<file path="src/rtl/wtosc_pkg.sv">
// ----------------------------------------------------------------------------
// Wavetable oscillator package
// Widths, register codes, the queued frame type, the quarter-wave sine tables
// and the waveform generator shared by the oscillator modules.
// ----------------------------------------------------------------------------
package wtosc_pkg;

  localparam int unsigned IDX_BITS    = 10;
  localparam int unsigned TABLE_SIZE  = 1 << IDX_BITS;
  localparam int unsigned QUARTER     = TABLE_SIZE / 4;
  localparam int unsigned FRAC_BITS   = 22;
  localparam int unsigned SAMPLE_BITS = 24;
  localparam int unsigned PHASE_W     = IDX_BITS + FRAC_BITS;
  localparam int unsigned STEP_W      = 32;
  localparam int unsigned CFG_DATA_W  = 32;
  localparam int unsigned CFG_IDX_W   = 2;
  localparam int unsigned SINE_BITS   = 15;
  localparam int unsigned SAW_SHIFT   = SAMPLE_BITS - IDX_BITS;
  localparam int unsigned TRI_SHIFT   = SAW_SHIFT + 1;
  localparam int unsigned SINE_SHIFT  = SAMPLE_BITS - 16;

  // back end stages from queue head to output register
  localparam int unsigned BACK_STAGES        = 4;
  localparam int unsigned FIFO_DEPTH_DEFAULT = 2;

  localparam logic [STEP_W-1:0] STEP_RESET  = 32'd19685267;
  localparam longint unsigned   PI_HALF_Q30 = 64'd1686629713;

  typedef enum logic [CFG_IDX_W-1:0] {
    CFG_ENABLE     = 2'd0,
    CFG_WAVEFORM   = 2'd1,
    CFG_PHASE_STEP = 2'd2
  } cfg_reg_e;

  typedef enum logic [1:0] {
    WAVE_SINE   = 2'd0,
    WAVE_SAW    = 2'd1,
    WAVE_TRI    = 2'd2,
    WAVE_SQUARE = 2'd3
  } wave_e;

  typedef logic signed [SAMPLE_BITS-1:0]           sample_t;
  typedef logic signed [SAMPLE_BITS:0]             wave_t;
  typedef logic signed [SAMPLE_BITS+1:0]           diff_t;
  typedef logic signed [SAMPLE_BITS+FRAC_BITS+2:0] prod_t;
  typedef logic [IDX_BITS-1:0]                     idx_t;
  typedef logic [FRAC_BITS-1:0]                    frac_t;
  typedef logic [SINE_BITS-1:0]                    quarter_t [QUARTER];

  // One classified frame waiting for the back end
  typedef struct packed {
    sample_t left;
    sample_t right;
    logic    osc_en;
    wave_e   wave;
    idx_t    idx;
    frac_t   frac;
  } item_t;

  localparam wave_t WAVE_ONE     = wave_t'(1) <<< (SAMPLE_BITS - 1);
  localparam wave_t WAVE_SAW_OFS = wave_t'(TABLE_SIZE / 2 - 1);
  localparam wave_t WAVE_QUARTER = wave_t'(QUARTER);
  localparam wave_t WAVE_3QUART  = wave_t'(3 * QUARTER);

  // Q15 sine of a Q30 angle in [0, pi/2], Taylor series to the 15th power
  function automatic logic [SINE_BITS-1:0] sin_q15(longint unsigned a);
    longint unsigned x2;
    longint unsigned term;
    longint          sum;
    longint unsigned r;
    x2   = (a * a) >> 30;
    term = a;
    sum  = longint'(a);
    term = ((term * x2) >> 30) / 64'd6;
    sum  = sum - longint'(term);
    term = ((term * x2) >> 30) / 64'd20;
    sum  = sum + longint'(term);
    term = ((term * x2) >> 30) / 64'd42;
    sum  = sum - longint'(term);
    term = ((term * x2) >> 30) / 64'd72;
    sum  = sum + longint'(term);
    term = ((term * x2) >> 30) / 64'd110;
    sum  = sum - longint'(term);
    term = ((term * x2) >> 30) / 64'd156;
    sum  = sum + longint'(term);
    term = ((term * x2) >> 30) / 64'd210;
    sum  = sum - longint'(term);
    if (sum < 0) begin
      return '0;
    end
    r = (longint'(sum) + 64'd16384) >> 15;
    if (r > 64'd32767) begin
      r = 64'd32767;
    end
    return r[SINE_BITS-1:0];
  endfunction

  // Build one quarter of the sine magnitude, rising or falling
  function automatic quarter_t sine_quarter(logic falling);
    quarter_t        q;
    longint unsigned a;
    for (int j = 0; j < QUARTER; j++) begin
      a = (PI_HALF_Q30 * longint'(j)) >> (IDX_BITS - 2);
      q[j] = falling ? sin_q15(PI_HALF_Q30 - a) : sin_q15(a);
    end
    return q;
  endfunction

  localparam quarter_t SINE_RISE = sine_quarter(1'b0);
  localparam quarter_t SINE_FALL = sine_quarter(1'b1);

  // Oscillator value at table entry i, Q1.(SAMPLE_BITS-1) in SAMPLE_BITS+1 bits
  function automatic wave_t wave_value(wave_e sel, idx_t i);
    logic [1:0]           quad;
    logic [SINE_BITS-1:0] mag;
    wave_t                iw;
    wave_t                w;
    quad = i[IDX_BITS-1 -: 2];
    iw   = wave_t'(i);
    mag  = quad[0] ? SINE_FALL[i[IDX_BITS-3:0]] : SINE_RISE[i[IDX_BITS-3:0]];
    case (sel)
      WAVE_SINE: begin
        w = wave_t'(mag) <<< SINE_SHIFT;
        if (quad[1]) begin
          w = -w;
        end
      end
      WAVE_SAW: begin
        if (!quad[1]) begin
          w = iw <<< SAW_SHIFT;
        end else begin
          w = ((iw - WAVE_SAW_OFS) <<< SAW_SHIFT) - WAVE_ONE;
        end
      end
      WAVE_TRI: begin
        if (quad == 2'b00) begin
          w = iw <<< TRI_SHIFT;
        end else if (quad == 2'b11) begin
          w = ((iw - WAVE_3QUART) <<< TRI_SHIFT) - WAVE_ONE;
        end else begin
          w = WAVE_ONE - ((iw - WAVE_QUARTER) <<< TRI_SHIFT);
        end
      end
      WAVE_SQUARE: begin
        w = quad[1] ? -WAVE_ONE : WAVE_ONE;
      end
      default: begin
        w = '0;
      end
    endcase
    return w;
  endfunction

endpackage

</file>
<file path="src/rtl/wtosc_front.sv">
// ----------------------------------------------------------------------------
// Wavetable oscillator front end
// Holds the configuration registers and the phase accumulator, tags each
// accepted frame with its table index, fraction and waveform.
// ----------------------------------------------------------------------------
module wtosc_front
  import wtosc_pkg::*;
(
  input  logic                  clk_i,
  input  logic                  rst_ni,
  input  logic                  cfg_we_i,
  input  logic [CFG_IDX_W-1:0]  cfg_index_i,
  input  logic [CFG_DATA_W-1:0] cfg_wdata_i,
  input  logic                  in_valid_i,
  output logic                  in_ready_o,
  input  sample_t               in_left_i,
  input  sample_t               in_right_i,
  output logic                  item_valid_o,
  input  logic                  item_ready_i,
  output item_t                 item_o
);

  logic               enable_q, enable_d;
  wave_e              wave_q, wave_d;
  logic [STEP_W-1:0]  step_q, step_d;
  logic [PHASE_W-1:0] phase_q, phase_d;
  logic               accept;

  // Pass the beat straight into the queue
  assign in_ready_o   = item_ready_i;
  assign item_valid_o = in_valid_i;
  assign accept       = in_valid_i && item_ready_i;

  // Classify the frame at the current phase
  always_comb begin
    item_o.left   = in_left_i;
    item_o.right  = in_right_i;
    item_o.osc_en = enable_q;
    item_o.wave   = wave_q;
    item_o.idx    = phase_q[PHASE_W-1:FRAC_BITS];
    item_o.frac   = phase_q[FRAC_BITS-1:0];
  end

  // Decode register writes, advance the phase on enabled frames
  always_comb begin
    enable_d = enable_q;
    wave_d   = wave_q;
    step_d   = step_q;
    phase_d  = phase_q;
    if (accept && enable_q) begin
      phase_d = phase_q + PHASE_W'(step_q);
    end
    if (cfg_we_i) begin
      case (cfg_reg_e'(cfg_index_i))
        CFG_ENABLE: begin
          enable_d = cfg_wdata_i[0];
        end
        CFG_WAVEFORM: begin
          wave_d = wave_e'(cfg_wdata_i[1:0]);
        end
        CFG_PHASE_STEP: begin
          step_d  = STEP_W'(cfg_wdata_i);
          phase_d = '0;
        end
        default: begin
        end
      endcase
    end
  end

  always_ff @(posedge clk_i or negedge rst_ni) begin
    if (!rst_ni) begin
      enable_q <= 1'b0;
      wave_q   <= WAVE_SINE;
      step_q   <= STEP_RESET;
      phase_q  <= '0;
    end else begin
      enable_q <= enable_d;
      wave_q   <= wave_d;
      step_q   <= step_d;
      phase_q  <= phase_d;
    end
  end

endmodule

</file>
<file path="src/rtl/wtosc_fifo.sv">
// ----------------------------------------------------------------------------
// Wavetable oscillator frame queue
// Short register queue between the front and back ends so that each side
// stalls on its own.
// ----------------------------------------------------------------------------
module wtosc_fifo
  import wtosc_pkg::*;
#(
  parameter int unsigned DEPTH = FIFO_DEPTH_DEFAULT
) (
  input  logic  clk_i,
  input  logic  rst_ni,
  input  logic  push_valid_i,
  output logic  push_ready_o,
  input  item_t push_item_i,
  output logic  pop_valid_o,
  input  logic  pop_ready_i,
  output item_t pop_item_o
);

  localparam int unsigned PTR_W = (DEPTH > 1) ? $clog2(DEPTH) : 1;
  localparam int unsigned CNT_W = $clog2(DEPTH + 1);

  item_t            mem_q [DEPTH];
  logic [PTR_W-1:0] wptr_q, wptr_d;
  logic [PTR_W-1:0] rptr_q, rptr_d;
  logic [CNT_W-1:0] count_q, count_d;
  logic             push;
  logic             pop;

  assign push_ready_o = (count_q != CNT_W'(DEPTH));
  assign pop_valid_o  = (count_q != '0);
  assign pop_item_o   = mem_q[rptr_q];
  assign push         = push_valid_i && push_ready_o;
  assign pop          = pop_valid_o && pop_ready_i;

  // Advance pointers with wrap, track the fill level
  always_comb begin
    wptr_d  = wptr_q;
    rptr_d  = rptr_q;
    count_d = count_q;
    if (push) begin
      wptr_d = (wptr_q == PTR_W'(DEPTH - 1)) ? '0 : wptr_q + 1'b1;
    end
    if (pop) begin
      rptr_d = (rptr_q == PTR_W'(DEPTH - 1)) ? '0 : rptr_q + 1'b1;
    end
    if (push && !pop) begin
      count_d = count_q + 1'b1;
    end else if (pop && !push) begin
      count_d = count_q - 1'b1;
    end
  end

  always_ff @(posedge clk_i or negedge rst_ni) begin
    if (!rst_ni) begin
      wptr_q  <= '0;
      rptr_q  <= '0;
      count_q <= '0;
    end else begin
      wptr_q  <= wptr_d;
      rptr_q  <= rptr_d;
      count_q <= count_d;
    end
  end

  // Store the pushed frame
  always_ff @(posedge clk_i) begin
    if (push) begin
      mem_q[wptr_q] <= push_item_i;
    end
  end

endmodule

</file>
<file path="src/rtl/wtosc_back.sv">
// ----------------------------------------------------------------------------
// Wavetable oscillator back end
// Four-stage pipeline: waveform lookup, interpolation multiply, rounding,
// saturating mix into both channels. The whole pipe holds while the output
// register waits.
// ----------------------------------------------------------------------------
module wtosc_back
  import wtosc_pkg::*;
(
  input  logic    clk_i,
  input  logic    rst_ni,
  input  logic    head_valid_i,
  output logic    head_ready_o,
  input  item_t   head_item_i,
  output logic    out_valid_o,
  input  logic    out_ready_i,
  output sample_t out_left_o,
  output sample_t out_right_o
);

  typedef logic signed [SAMPLE_BITS+1:0] mix_t;

  localparam prod_t PROD_HALF = prod_t'(1) <<< (FRAC_BITS - 1);
  localparam mix_t  MIX_MAX   = mix_t'((1 << (SAMPLE_BITS - 1)) - 1);
  localparam mix_t  MIX_MIN   = -mix_t'(1 << (SAMPLE_BITS - 1));

  // Clamp a mixed sum to the sample range
  function automatic sample_t saturate(mix_t v);
    sample_t s;
    if (v > MIX_MAX) begin
      s = MIX_MAX[SAMPLE_BITS-1:0];
    end else if (v < MIX_MIN) begin
      s = MIX_MIN[SAMPLE_BITS-1:0];
    end else begin
      s = v[SAMPLE_BITS-1:0];
    end
    return s;
  endfunction

  logic    advance;
  wave_t   w0, w1;
  diff_t   d;
  prod_t   s3_sum;

  logic    s1_valid_q, s2_valid_q, s3_valid_q, out_valid_q;
  wave_t   s1_w0_q, s2_w0_q, s3_osc_q;
  diff_t   s1_d_q;
  frac_t   s1_frac_q;
  prod_t   s2_prod_q;
  sample_t s1_left_q, s2_left_q, s3_left_q, out_left_q;
  sample_t s1_right_q, s2_right_q, s3_right_q, out_right_q;

  // Hold everything while the output beat waits
  assign advance      = !out_valid_q || out_ready_i;
  assign head_ready_o = advance;
  assign out_valid_o  = out_valid_q;
  assign out_left_o   = out_left_q;
  assign out_right_o  = out_right_q;

  // Look up both neighbor entries; zero them for pass-through frames
  always_comb begin
    w0 = wave_value(head_item_i.wave, head_item_i.idx);
    w1 = wave_value(head_item_i.wave, IDX_BITS'(head_item_i.idx + 1'b1));
    d  = diff_t'(w1) - diff_t'(w0);
    if (!head_item_i.osc_en) begin
      w0 = '0;
      d  = '0;
    end
  end

  // Round: w0 * 2^F + d * f + half, then drop the fraction
  assign s3_sum = s2_prod_q + ((prod_t'(s2_w0_q) <<< FRAC_BITS) | PROD_HALF);

  always_ff @(posedge clk_i or negedge rst_ni) begin
    if (!rst_ni) begin
      s1_valid_q  <= 1'b0;
      s2_valid_q  <= 1'b0;
      s3_valid_q  <= 1'b0;
      out_valid_q <= 1'b0;
    end else if (advance) begin
      s1_valid_q  <= head_valid_i;
      s2_valid_q  <= s1_valid_q;
      s3_valid_q  <= s2_valid_q;
      out_valid_q <= s3_valid_q;
    end
  end

  always_ff @(posedge clk_i) begin
    if (advance) begin
      // lookup stage
      s1_w0_q    <= w0;
      s1_d_q     <= d;
      s1_frac_q  <= head_item_i.frac;
      s1_left_q  <= head_item_i.left;
      s1_right_q <= head_item_i.right;
      // multiply stage
      s2_prod_q  <= prod_t'(s1_d_q) * prod_t'($signed({1'b0, s1_frac_q}));
      s2_w0_q    <= s1_w0_q;
      s2_left_q  <= s1_left_q;
      s2_right_q <= s1_right_q;
      // rounding stage
      s3_osc_q   <= s3_sum[FRAC_BITS +: SAMPLE_BITS+1];
      s3_left_q  <= s2_left_q;
      s3_right_q <= s2_right_q;
      // mix stage
      out_left_q  <= saturate(mix_t'(s3_left_q) + mix_t'(s3_osc_q));
      out_right_q <= saturate(mix_t'(s3_right_q) + mix_t'(s3_osc_q));
    end
  end

endmodule

</file>
<file path="src/rtl/wavetable_oscillator_interp.sv">
// ----------------------------------------------------------------------------
// Wavetable oscillator with linear interpolation
// Mixes a sine, sawtooth, triangle or square oscillator into a stereo Q1.23
// frame stream with saturation.
//
//   Channel  Handshake               Payload
//   in       in_valid_i/in_ready_o   in_left_i, in_right_i
//   out      out_valid_o/out_ready_i out_left_o, out_right_o
//   cfg      cfg_we_i (no wait)      cfg_index_i, cfg_wdata_i
//
// One frame per cycle sustained while out_ready_i holds high; the output beat
// follows the input beat through one queue slot and the four back end stages.
// Reset clears the phase and valid state; config registers take their reset values.
// An output stall holds the back end; the queue then fills and drops in_ready_o.
// ----------------------------------------------------------------------------
module wavetable_oscillator_interp
  import wtosc_pkg::*;
#(
  parameter int unsigned FIFO_DEPTH = FIFO_DEPTH_DEFAULT
) (
  input  logic                  clk_i,
  input  logic                  rst_ni,
  input  logic                  cfg_we_i,
  input  logic [CFG_IDX_W-1:0]  cfg_index_i,
  input  logic [CFG_DATA_W-1:0] cfg_wdata_i,
  input  logic                  in_valid_i,
  output logic                  in_ready_o,
  input  sample_t               in_left_i,
  input  sample_t               in_right_i,
  output logic                  out_valid_o,
  input  logic                  out_ready_i,
  output sample_t               out_left_o,
  output sample_t               out_right_o
);

  logic  front_valid, front_ready;
  item_t front_item;
  logic  head_valid, head_ready;
  item_t head_item;

  // Accept and tag frames
  wtosc_front u_front (
    .clk_i        (clk_i),
    .rst_ni       (rst_ni),
    .cfg_we_i     (cfg_we_i),
    .cfg_index_i  (cfg_index_i),
    .cfg_wdata_i  (cfg_wdata_i),
    .in_valid_i   (in_valid_i),
    .in_ready_o   (in_ready_o),
    .in_left_i    (in_left_i),
    .in_right_i   (in_right_i),
    .item_valid_o (front_valid),
    .item_ready_i (front_ready),
    .item_o       (front_item)
  );

  // Decouple front and back
  wtosc_fifo #(
    .DEPTH (FIFO_DEPTH)
  ) u_fifo (
    .clk_i        (clk_i),
    .rst_ni       (rst_ni),
    .push_valid_i (front_valid),
    .push_ready_o (front_ready),
    .push_item_i  (front_item),
    .pop_valid_o  (head_valid),
    .pop_ready_i  (head_ready),
    .pop_item_o   (head_item)
  );

  // Interpolate and mix
  wtosc_back u_back (
    .clk_i        (clk_i),
    .rst_ni       (rst_ni),
    .head_valid_i (head_valid),
    .head_ready_o (head_ready),
    .head_item_i  (head_item),
    .out_valid_o  (out_valid_o),
    .out_ready_i  (out_ready_i),
    .out_left_o   (out_left_o),
    .out_right_o  (out_right_o)
  );

endmodule

</file>
<file path="config.mk">
export PLATFORM = sky130hd
export DESIGN_NAME = wavetable_oscillator_interp
export DESIGN_NICKNAME = d
export VERILOG_FILES = /design/src/rtl/wtosc_pkg.sv /design/src/rtl/wtosc_front.sv /design/src/rtl/wtosc_fifo.sv /design/src/rtl/wtosc_back.sv /design/src/rtl/wavetable_oscillator_interp.sv
export SDC_FILE = /design/constraint.sdc
export NUM_CORES = 2
export LEC_CHECK = 0
export ABC_CLOCK_PERIOD_IN_PS = 12200
export BUFFER_PORTS_ARGS = -buffer_cell sky130_fd_sc_hd__buf_2
export CAP_MARGIN = 30
export CORE_ASPECT_RATIO = 0.9
export CORE_MARGIN = 2
export CORE_UTILIZATION = 25
export DETAILED_ROUTE_END_ITERATION = 8
export GPL_TIMING_DRIVEN = 0
export HOLD_SLACK_MARGIN = 0.02
export PLACE_DENSITY = 0.45
export SLEW_MARGIN = 20
export SYNTH_ARGS = -nofsm -noshare
export SYNTH_HDL_FRONTEND = slang
export SYNTH_SLANG_ARGS = --single-unit
</file>
<file path="constraint.sdc">
create_clock -name clk_i -period 12.2 [get_ports clk_i]
set_clock_uncertainty 0.2 [all_clocks]
set_input_delay 0.61 -clock clk_i [delete_from_list [all_inputs] [get_ports clk_i]]
set_output_delay 0.61 -clock clk_i [all_outputs]
set_load 0.1 [all_outputs]
</file>
# [Yosys cells after proc, flatten, opt, wreduce, memory -nomap -nowiden]
# Memories as Yosys holds them, arrays and structs flattened.
# Cells that the tools add are included.
[totals] register_bits=437 mem_count=5 elab_cells=122 inputBits=87 output_inout_bits=50 ram_bits=166 romBits=15360
[memory_table] memory="(no name shown)" depth=256 word_bits=15 rd=1 rd_ports_with_merged_regs=0 wr=0 line="wtosc_pkg.sv:120" text="mag = quad[0] ? SINE_FALL[i[IDX_BITS-3:0]] : SINE_RISE[i[IDX_BITS-3:0]];"
[memory_table] memory="(no name shown)" depth=256 word_bits=15 rd=1 rd_ports_with_merged_regs=0 wr=0 line="wtosc_pkg.sv:120"
[memory_table] memory="(no name shown)" depth=256 word_bits=15 rd=1 rd_ports_with_merged_regs=0 wr=0 line="wtosc_pkg.sv:120"
[memory_table] memory="(no name shown)" depth=256 word_bits=15 rd=1 rd_ports_with_merged_regs=0 wr=0 line="wtosc_pkg.sv:120"
[memory_table] memory="u_fifo.mem_q" depth=2 word_bits=83 rd=1 rd_ports_with_merged_regs=0 wr=1 line="wtosc_fifo.sv:24" text="item_t mem_q [DEPTH];"
[classes] multipliers=1 n_eq_ne=8 addsub=24 n_bitwise=2 n_mux=33 reduce_logical=18 magnitude_cmp=6
[op_table] op="25-bit 2-to-1 mux" n=10
[op_table] op="25-bit one-hot mux with 4 select lines" n=2
[op_table] op="15-bit 2-to-1 mux" n=10
[op_table] op="25-bit subtractor, second input constant" n=4
[op_table] op="32-bit 2-to-1 mux" n=3
[op_table] op="24-bit by 25-bit adder with 26-bit output" n=2
[op_table] op="26-bit by 24-bit greater-than comparator with 1-bit output, second input constant" n=2
[op_table] op="26-bit by 24-bit less-than comparator with 1-bit output, second input constant" n=2
[op_table] op="23-bit negation with 25-bit output" n=2
[op_table] op="25-bit subtractor, first input constant" n=2
[op_table] op="24-bit 2-to-1 mux" n=2
[op_table] op="47-bit adder" n=1
[op_table] op="26-bit by 23-bit multiplier with 47-bit output" n=1
[op_table] op="32-bit adder" n=1
[op_table] op="25-bit by 25-bit subtractor with 26-bit output" n=1
[op_table] op="10-bit by 9-bit subtractor with 11-bit output, second input constant" n=2
[op_table] op="10-bit subtractor, second input constant" n=2
[op_table] op="10-bit by 9-bit subtractor with 10-bit output, second input constant" n=2
[op_table] op="9-bit greater-or-equal comparator, second input constant" n=2
[op_table] op="8-bit inverter with 9-bit output" n=2
[op_table] op="10-bit by 1-bit adder with 10-bit output, second input constant" n=1
[op_table] op="2-bit == test, second input constant" n=5
[op_table] op="2-bit logical NOT" n=4
[op_table] op="2-bit AND reduction" n=3
[op_table] op="11 further kinds" n=24

# [Depth between registers and ports, before layout]
# An unclocked memory read counts as a cell.
[logic_depth] ltp_word=11 depth_mapped=40 ltp_nobuf=30

# [Hierarchy]
# From an unflattened synthesis, not the netlist that was laid out.
[hier_totals] cells_unflattened=6158 hier_area_um2=57521.4
[modules_own_cells] mod="wtosc_back" seq_area_each_um2=9619.2 area_per_inst_um2=46382.0 n_inst=1 cells_each=5307
[modules_own_cells] mod="wtosc_fifo" seq_area_each_um2=5084.9 area_per_inst_um2=6427.4 n_inst=1 cells_each=276
[modules_own_cells] mod="wtosc_front" seq_area_each_um2=1694.1 area_per_inst_um2=4712.0 n_inst=1 cells_each=575

# [Worst setup path after synthesis]
# No wires, ideal clock.
[synth_path] path_type="input -> register" from="in out_ready_i" to="reg u_fifo.count_q[1]" setup_ps=79 required_ps=11921 path_buffers=0 arrival_ps=11087 stages=6 slack_ps=834 cell_sequence="nand2b_1 -> o21ai_0 -> ha_1 -> xor2_1 -> nor2_1 -> xor2_1"
[synth_between] elab_chain_len=5 word_cells_on_any_way=7 classes_between="1 x mux; 6 x reduce/logical"
[synth_lines] element="start: declaration" line="wavetable_oscillator_interp.sv:31" text="input logic out_ready_i,"
[synth_lines] element="1-bit logical OR *" line="wtosc_back.sv:54" text="assign advance = !out_valid_q || out_ready_i;"
[synth_lines] element="1-bit logical AND *" line="wtosc_fifo.sv:35" text="assign pop = pop_valid_o && pop_ready_i;"
[synth_lines] element="1-bit logical NOT" line="wtosc_fifo.sv:48" text="if (push && !pop) begin"
[synth_lines] element="1-bit logical AND" line="wtosc_fifo.sv:48"
[synth_lines] element="2-bit 2-to-1 mux or 2-bit nonzero test (tied branches)"
[synth_lines] element="end signal: assignment" line="wtosc_fifo.sv:63" text="count_q <= count_d;"
[synth_lines] element="end: declaration" line="wtosc_fifo.sv:27" text="logic [CNT_W-1:0] count_q, count_d;"
# Every way passes the cells marked *; elsewhere a longest branch is shown, timed or not.
# A chain may end at the register's enable or synchronous reset.

# [Worst setup path after layout]
[layout_path] from="reg u_fifo.rptr_q" to="reg u_back.s1_d_q[24] (data pin)"
[layout_between] elab_chain_len=11 word_cells_on_any_way=53 classes_between="16 x add/sub; 5 x eq/ne; 22 x mux; 2 x bitwise; 3 x reduce/logical; 5 x memory"
[layout_lines] element="start: declaration" line="wtosc_fifo.sv:26" text="logic [PTR_W-1:0] rptr_q, rptr_d;"
[layout_lines] element="start signal: assignment" line="wtosc_fifo.sv:62" text="rptr_q <= rptr_d;"
[layout_lines] element="memory 2 x 83 bit *"
[layout_lines] element="10-bit by 1-bit adder with 10-bit output" line="wtosc_back.sv:63" text="w1 = wave_value(head_item_i.wave, IDX_BITS'(head_item_i.idx + 1'b1));"
[layout_lines] element="8-bit inverter with 9-bit output (not written as such)" line="wtosc_pkg.sv:120"
[layout_lines] element="memory 256 x 15 bit"
[layout_lines] element="15-bit 2-to-1 mux (not written as such) (2 in series)" line="wtosc_pkg.sv:120"
[layout_lines] element="15-bit 2-to-1 mux" line="wtosc_pkg.sv:120"
[layout_lines] element="23-bit negation with 25-bit output" line="wtosc_pkg.sv:125" text="w = -w;"
[layout_lines] element="25-bit 2-to-1 mux" line="wtosc_pkg.sv:124" text="if (quad[1]) begin"
[layout_lines] element="25-bit one-hot mux with 4 select lines" line="wtosc_pkg.sv:121" text="case (sel)"
[layout_lines] element="25-bit by 25-bit subtractor with 26-bit output" line="wtosc_back.sv:64" text="d = diff_t'(w1) - diff_t'(w0);"
[layout_lines] element="end signal: assignment" line="wtosc_back.sv:92" text="s1_d_q <= d;"
[layout_lines] element="end: declaration" line="wtosc_back.sv:47" text="diff_t s1_d_q;"
# Every way passes the cells marked *; elsewhere a longest branch is shown, timed or not. The select of a mux whose other input is x is not followed.

==> impl_metrics.csv <==
group,metric,value,unit
finish,layout_common_cells,"664 x nand2_1, 520 x inv_1, 483 x edfxtp_1",
detailed_routing,via_per_inst,5.79,
clock_network,clk_path_buf_depth,3,
floorplan,dieHeight,452,um
clock_network,clkLatencyLatePin,0.70,ns
sta,setup_viol,0,
synth,yosysWarnings,0,
clock_network,clk_pin_slew,0.07,ns
detailed_routing,first_pass_iters,6,
worst_setup_path,cp-end-kind,"flop",
global_routing,grtUsageMet1,0.408,
finish,instances_no_fill,9574,
detailed_routing,drt_iter0_drc,7283,
global_routing,grt_max_degree,57,
detailed_routing,drtAntennaViolNets,0,
finish,final_util,0.293,
synth,avgSynthCellArea,9.13,sq um
worst_setup_path,cpMaxStageDelayCell,"fa_2",
place,dp_hpwl,274000,um
detailed_routing,vias,55400,
detailed_routing,drc_errors,0,
place,place_congestion,1.01,
clock_network,htree_num_levels,2,
finish,final_common_cell,"nand2_1",
hold_path,hold_path.class,"reg -> reg",
sta,hold_viol,0,
global_routing,track_usage,0.302,
finish,fillerInstances,23800,
place,dp_slack,-2.15,ns
worst_setup_path,path_class,"reg -> reg",
global_routing,grt_pass1_wl,474000,um
clock_network,clock-sinks,558,
synth,syn_inst,6120,
global_routing,grt_pass1_vias,54400,
synth,seq_area_frac_synth,0.294,
place,port-buffer-count,136,
floorplan,io_pins,137,
run,max_cap_violations,0,
synth,synth_edf_count,483,
worst_setup_path,arrival,12.28,ns
global_routing,grt_overflow,0,
worst_setup_path,required,12.38,ns
global_routing,grt_busiest_layer,"met2",
clock_network,root_buffer,"clkbuf_16",
worst_setup_path,startpoint_type,"flop",
worst_setup_path,r2r_setup_slack,0.10,ns
global_routing,antenna_found_initial,39,
sta,fin_crit,12.10,ns
global_routing,met2_usage,0.434,
clock_network,cts_buffers,59,
clock_network,tritoncts,"yes",
floorplan,coreArea,222000,sq um
sta,maxSlewViolCount,0,
finish,final_nets,7305,
sta,tightest_slew,1.31,ns
synth,syn_nets,6919,
global_routing,grt_use_met3,0.0885,
floorplan,start_util,0.252,
worst_setup_path,cpMostUsedCell,"a21oi_1",
floorplan,rows,164,
finish,area_delta_synth_final,16.5,%
worst_setup_path,cp_max_fo,16,
synth,ys.flop_type,"edfxtp_1",
sta,relSlewSlack,0.127,
place,dp_cells,9343,
sta,setup_slack,0.100,ns
detailed_routing,routedWlPerCell,36.7,um
finish,layout-drive-gt1-share,0.119,
synth,synth-async-reset-ratio,0.134,
synth,synthDistinctLibCells,107,
worst_setup_path,slowest_delay,0.87,ns
detailed_routing,routed_wl,351000,um
sta,finalCritPeriodShare,0.992,
floorplan,dieArea,227000,sq um
run_status,outcome,"finished, final reports clean",
floorplan,die_w,502,um
sta,fmax,0.0826,GHz
sta,rsz0062_at_grt,"no",
synth,ys_ff_latch,558,
synth,synth_area,55900,sq um
[registers in the layout, summed over array words and instances (netlist names), 24 cells and up]
register / flops
u_back.out_right_o: 24
u_back.s1_left_q: 24
u_back.out_left_o: 24
u_back.s3_osc_q: 25
u_back.s2_prod_q: 26
u_front.step_q: 32
u_back.s3_right_q: 24
u_back.s2_left_q: 24
u_back.s1_right_q: 24
u_back.s2_right_q: 24
u_front.phase_q: 32
u_back.s3_left_q: 24
u_fifo.mem_q: 166
[metrics by stage]
| step | hold slack, ns | area [sq um] | setup TNS (ns) |
|---|---|---|---|
| 4_1_cts | 0.120 | 64900 | 0 |
| 5_1_grt | 0.141 | 65000 | 0 |
| 3_3_place_gp | 0.202 | 60300 | -300.08 |
| 6_report | 0.153 | 65100 | 0 |
| 3_5_place_dp | 0.205 | 61900 | -21.09 |
| 2_1_floorplan | 0.114 | 55900 | 0 |
[cells in the mapped netlist (all sizes together) (14+ instances only)]
library cell / number / area share
a2111oi: 23 / 0.0036
a211o: 18 / 0.0028
a211oi: 117 / 0.016
a21o: 72 / 0.0097
a21oi: 410 / 0.037
a221oi: 35 / 0.0055
a22oi: 18 / 0.0024
a311oi: 44 / 0.0069
a31oi: 78 / 0.0088
a32oi: 16 / 0.0025
a41oi: 16 / 0.0025
and2: 241 / 0.027
and3: 26 / 0.0029
buf: 201 / 0.019
clkbuf: 256 / 0.017
dfrtp: 61 / 0.027
dfstp: 14 / 0.0066
edfxtp: 483 / 0.26
fa: 431 / 0.15
ha: 281 / 0.063
inv: 526 / 0.035
mux2: 93 / 0.019
mux2i: 49 / 0.0090
nand2: 667 / 0.045
nand2b: 50 / 0.0056
nand3: 146 / 0.013
nand4: 32 / 0.0037
nor2: 395 / 0.027
nor2b: 34 / 0.0038
nor3: 133 / 0.012
nor4: 24 / 0.0032
o2111ai: 20 / 0.0031
o211ai: 98 / 0.013
o21a: 38 / 0.0051
o21ai: 339 / 0.030
o21bai: 20 / 0.0027
o221ai: 37 / 0.0058
o22ai: 57 / 0.0064
o311ai: 26 / 0.0041
o31ai: 36 / 0.0048
o32ai: 16 / 0.0026
or3: 32 / 0.0036
xnor2: 146 / 0.023
xor2: 57 / 0.0089
[path summary, 6_finish.rpt]
| path | start | cells past startpoint | to |
|---|---|---|---|
| min in group asynchronous | rst_ni | 2 | u_front.enable_q |
| hold reg to reg | u_back.s1_right_q[13] | 0 | u_back.s2_right_q[13] |
| max in group asynchronous | rst_ni | 3 | u_front.step_q[7] |
| hold / removal | u_back.s1_right_q[13] | 0 | u_back.s2_right_q[13] |
| setup / recovery | u_fifo.rptr_q | 33 | u_back.s1_d_q[24] |
| setup reg to reg | u_fifo.rptr_q | 33 | u_back.s1_d_q[24] |
[cell type report]
cell class                      instances  area (sq um)  area share
Antenna cell                           29          72.6     0.00111
Buffer                                452          2100      0.0322
Clock buffer                           64          1510      0.0231
Clock inverter                         48           592     0.00909
Inverter                              527          1990      0.0305
Multi-Input combinational cell       4578         35800       0.550
Sequential cell                       558         16400       0.252
Tap cell                             2988          3740      0.0574
Timing Repair Buffer                  330          2940      0.0451
[worst max-delay path, delay by kind of cell (launching register included)]
kind | cells | cell delay, ns
adders and majority gates | 3 | 1.57
muxes | 1 | 0.40
AOI/OAI and AO/OA | 10 | 2.43
and+or+nand+nor | 6 | 2.02
xor gates and xnor gates | 1 | 0.14
DFF | 1 | 0.42
buffers and inverters | 12 | 4.57
[kinds of logic (layout without fill, tap and decap cells)]
kind of cell | count (synthesis) | in the layout | synth area share
and+or+nand+nor | 1848 | 1848 | 0.157
xor gates and xnor gates | 203 | 203 | 0.0324
other | 0 | 29 | 0
DFF | 558 | 558 | 0.294
AOI/OAI and AO/OA | 1668 | 1668 | 0.198
adders and majority gates | 712 | 712 | 0.217
muxes | 147 | 147 | 0.0299
buffers and inverters | 984 | 1421 | 0.0716
[what timing repair did]
action	4_1_cts	5_1_grt
cloned	0	0
gates resized for setup	24	27
hold buffers	81	0
setup endpoints to repair	15	7
setup buffers	1	0
endpoints found under the hold margin	158	0
[per-layer routing]
layer,vias up,routed length [um]
li1,22600,-
met1,28300,151000
met2,3456,144000
met3,956,34600
met4,26,21700
met5,-,176
Power is not shown: default switching activity piles up to over one toggle a cycle in this logic, so the estimate is an artifact.
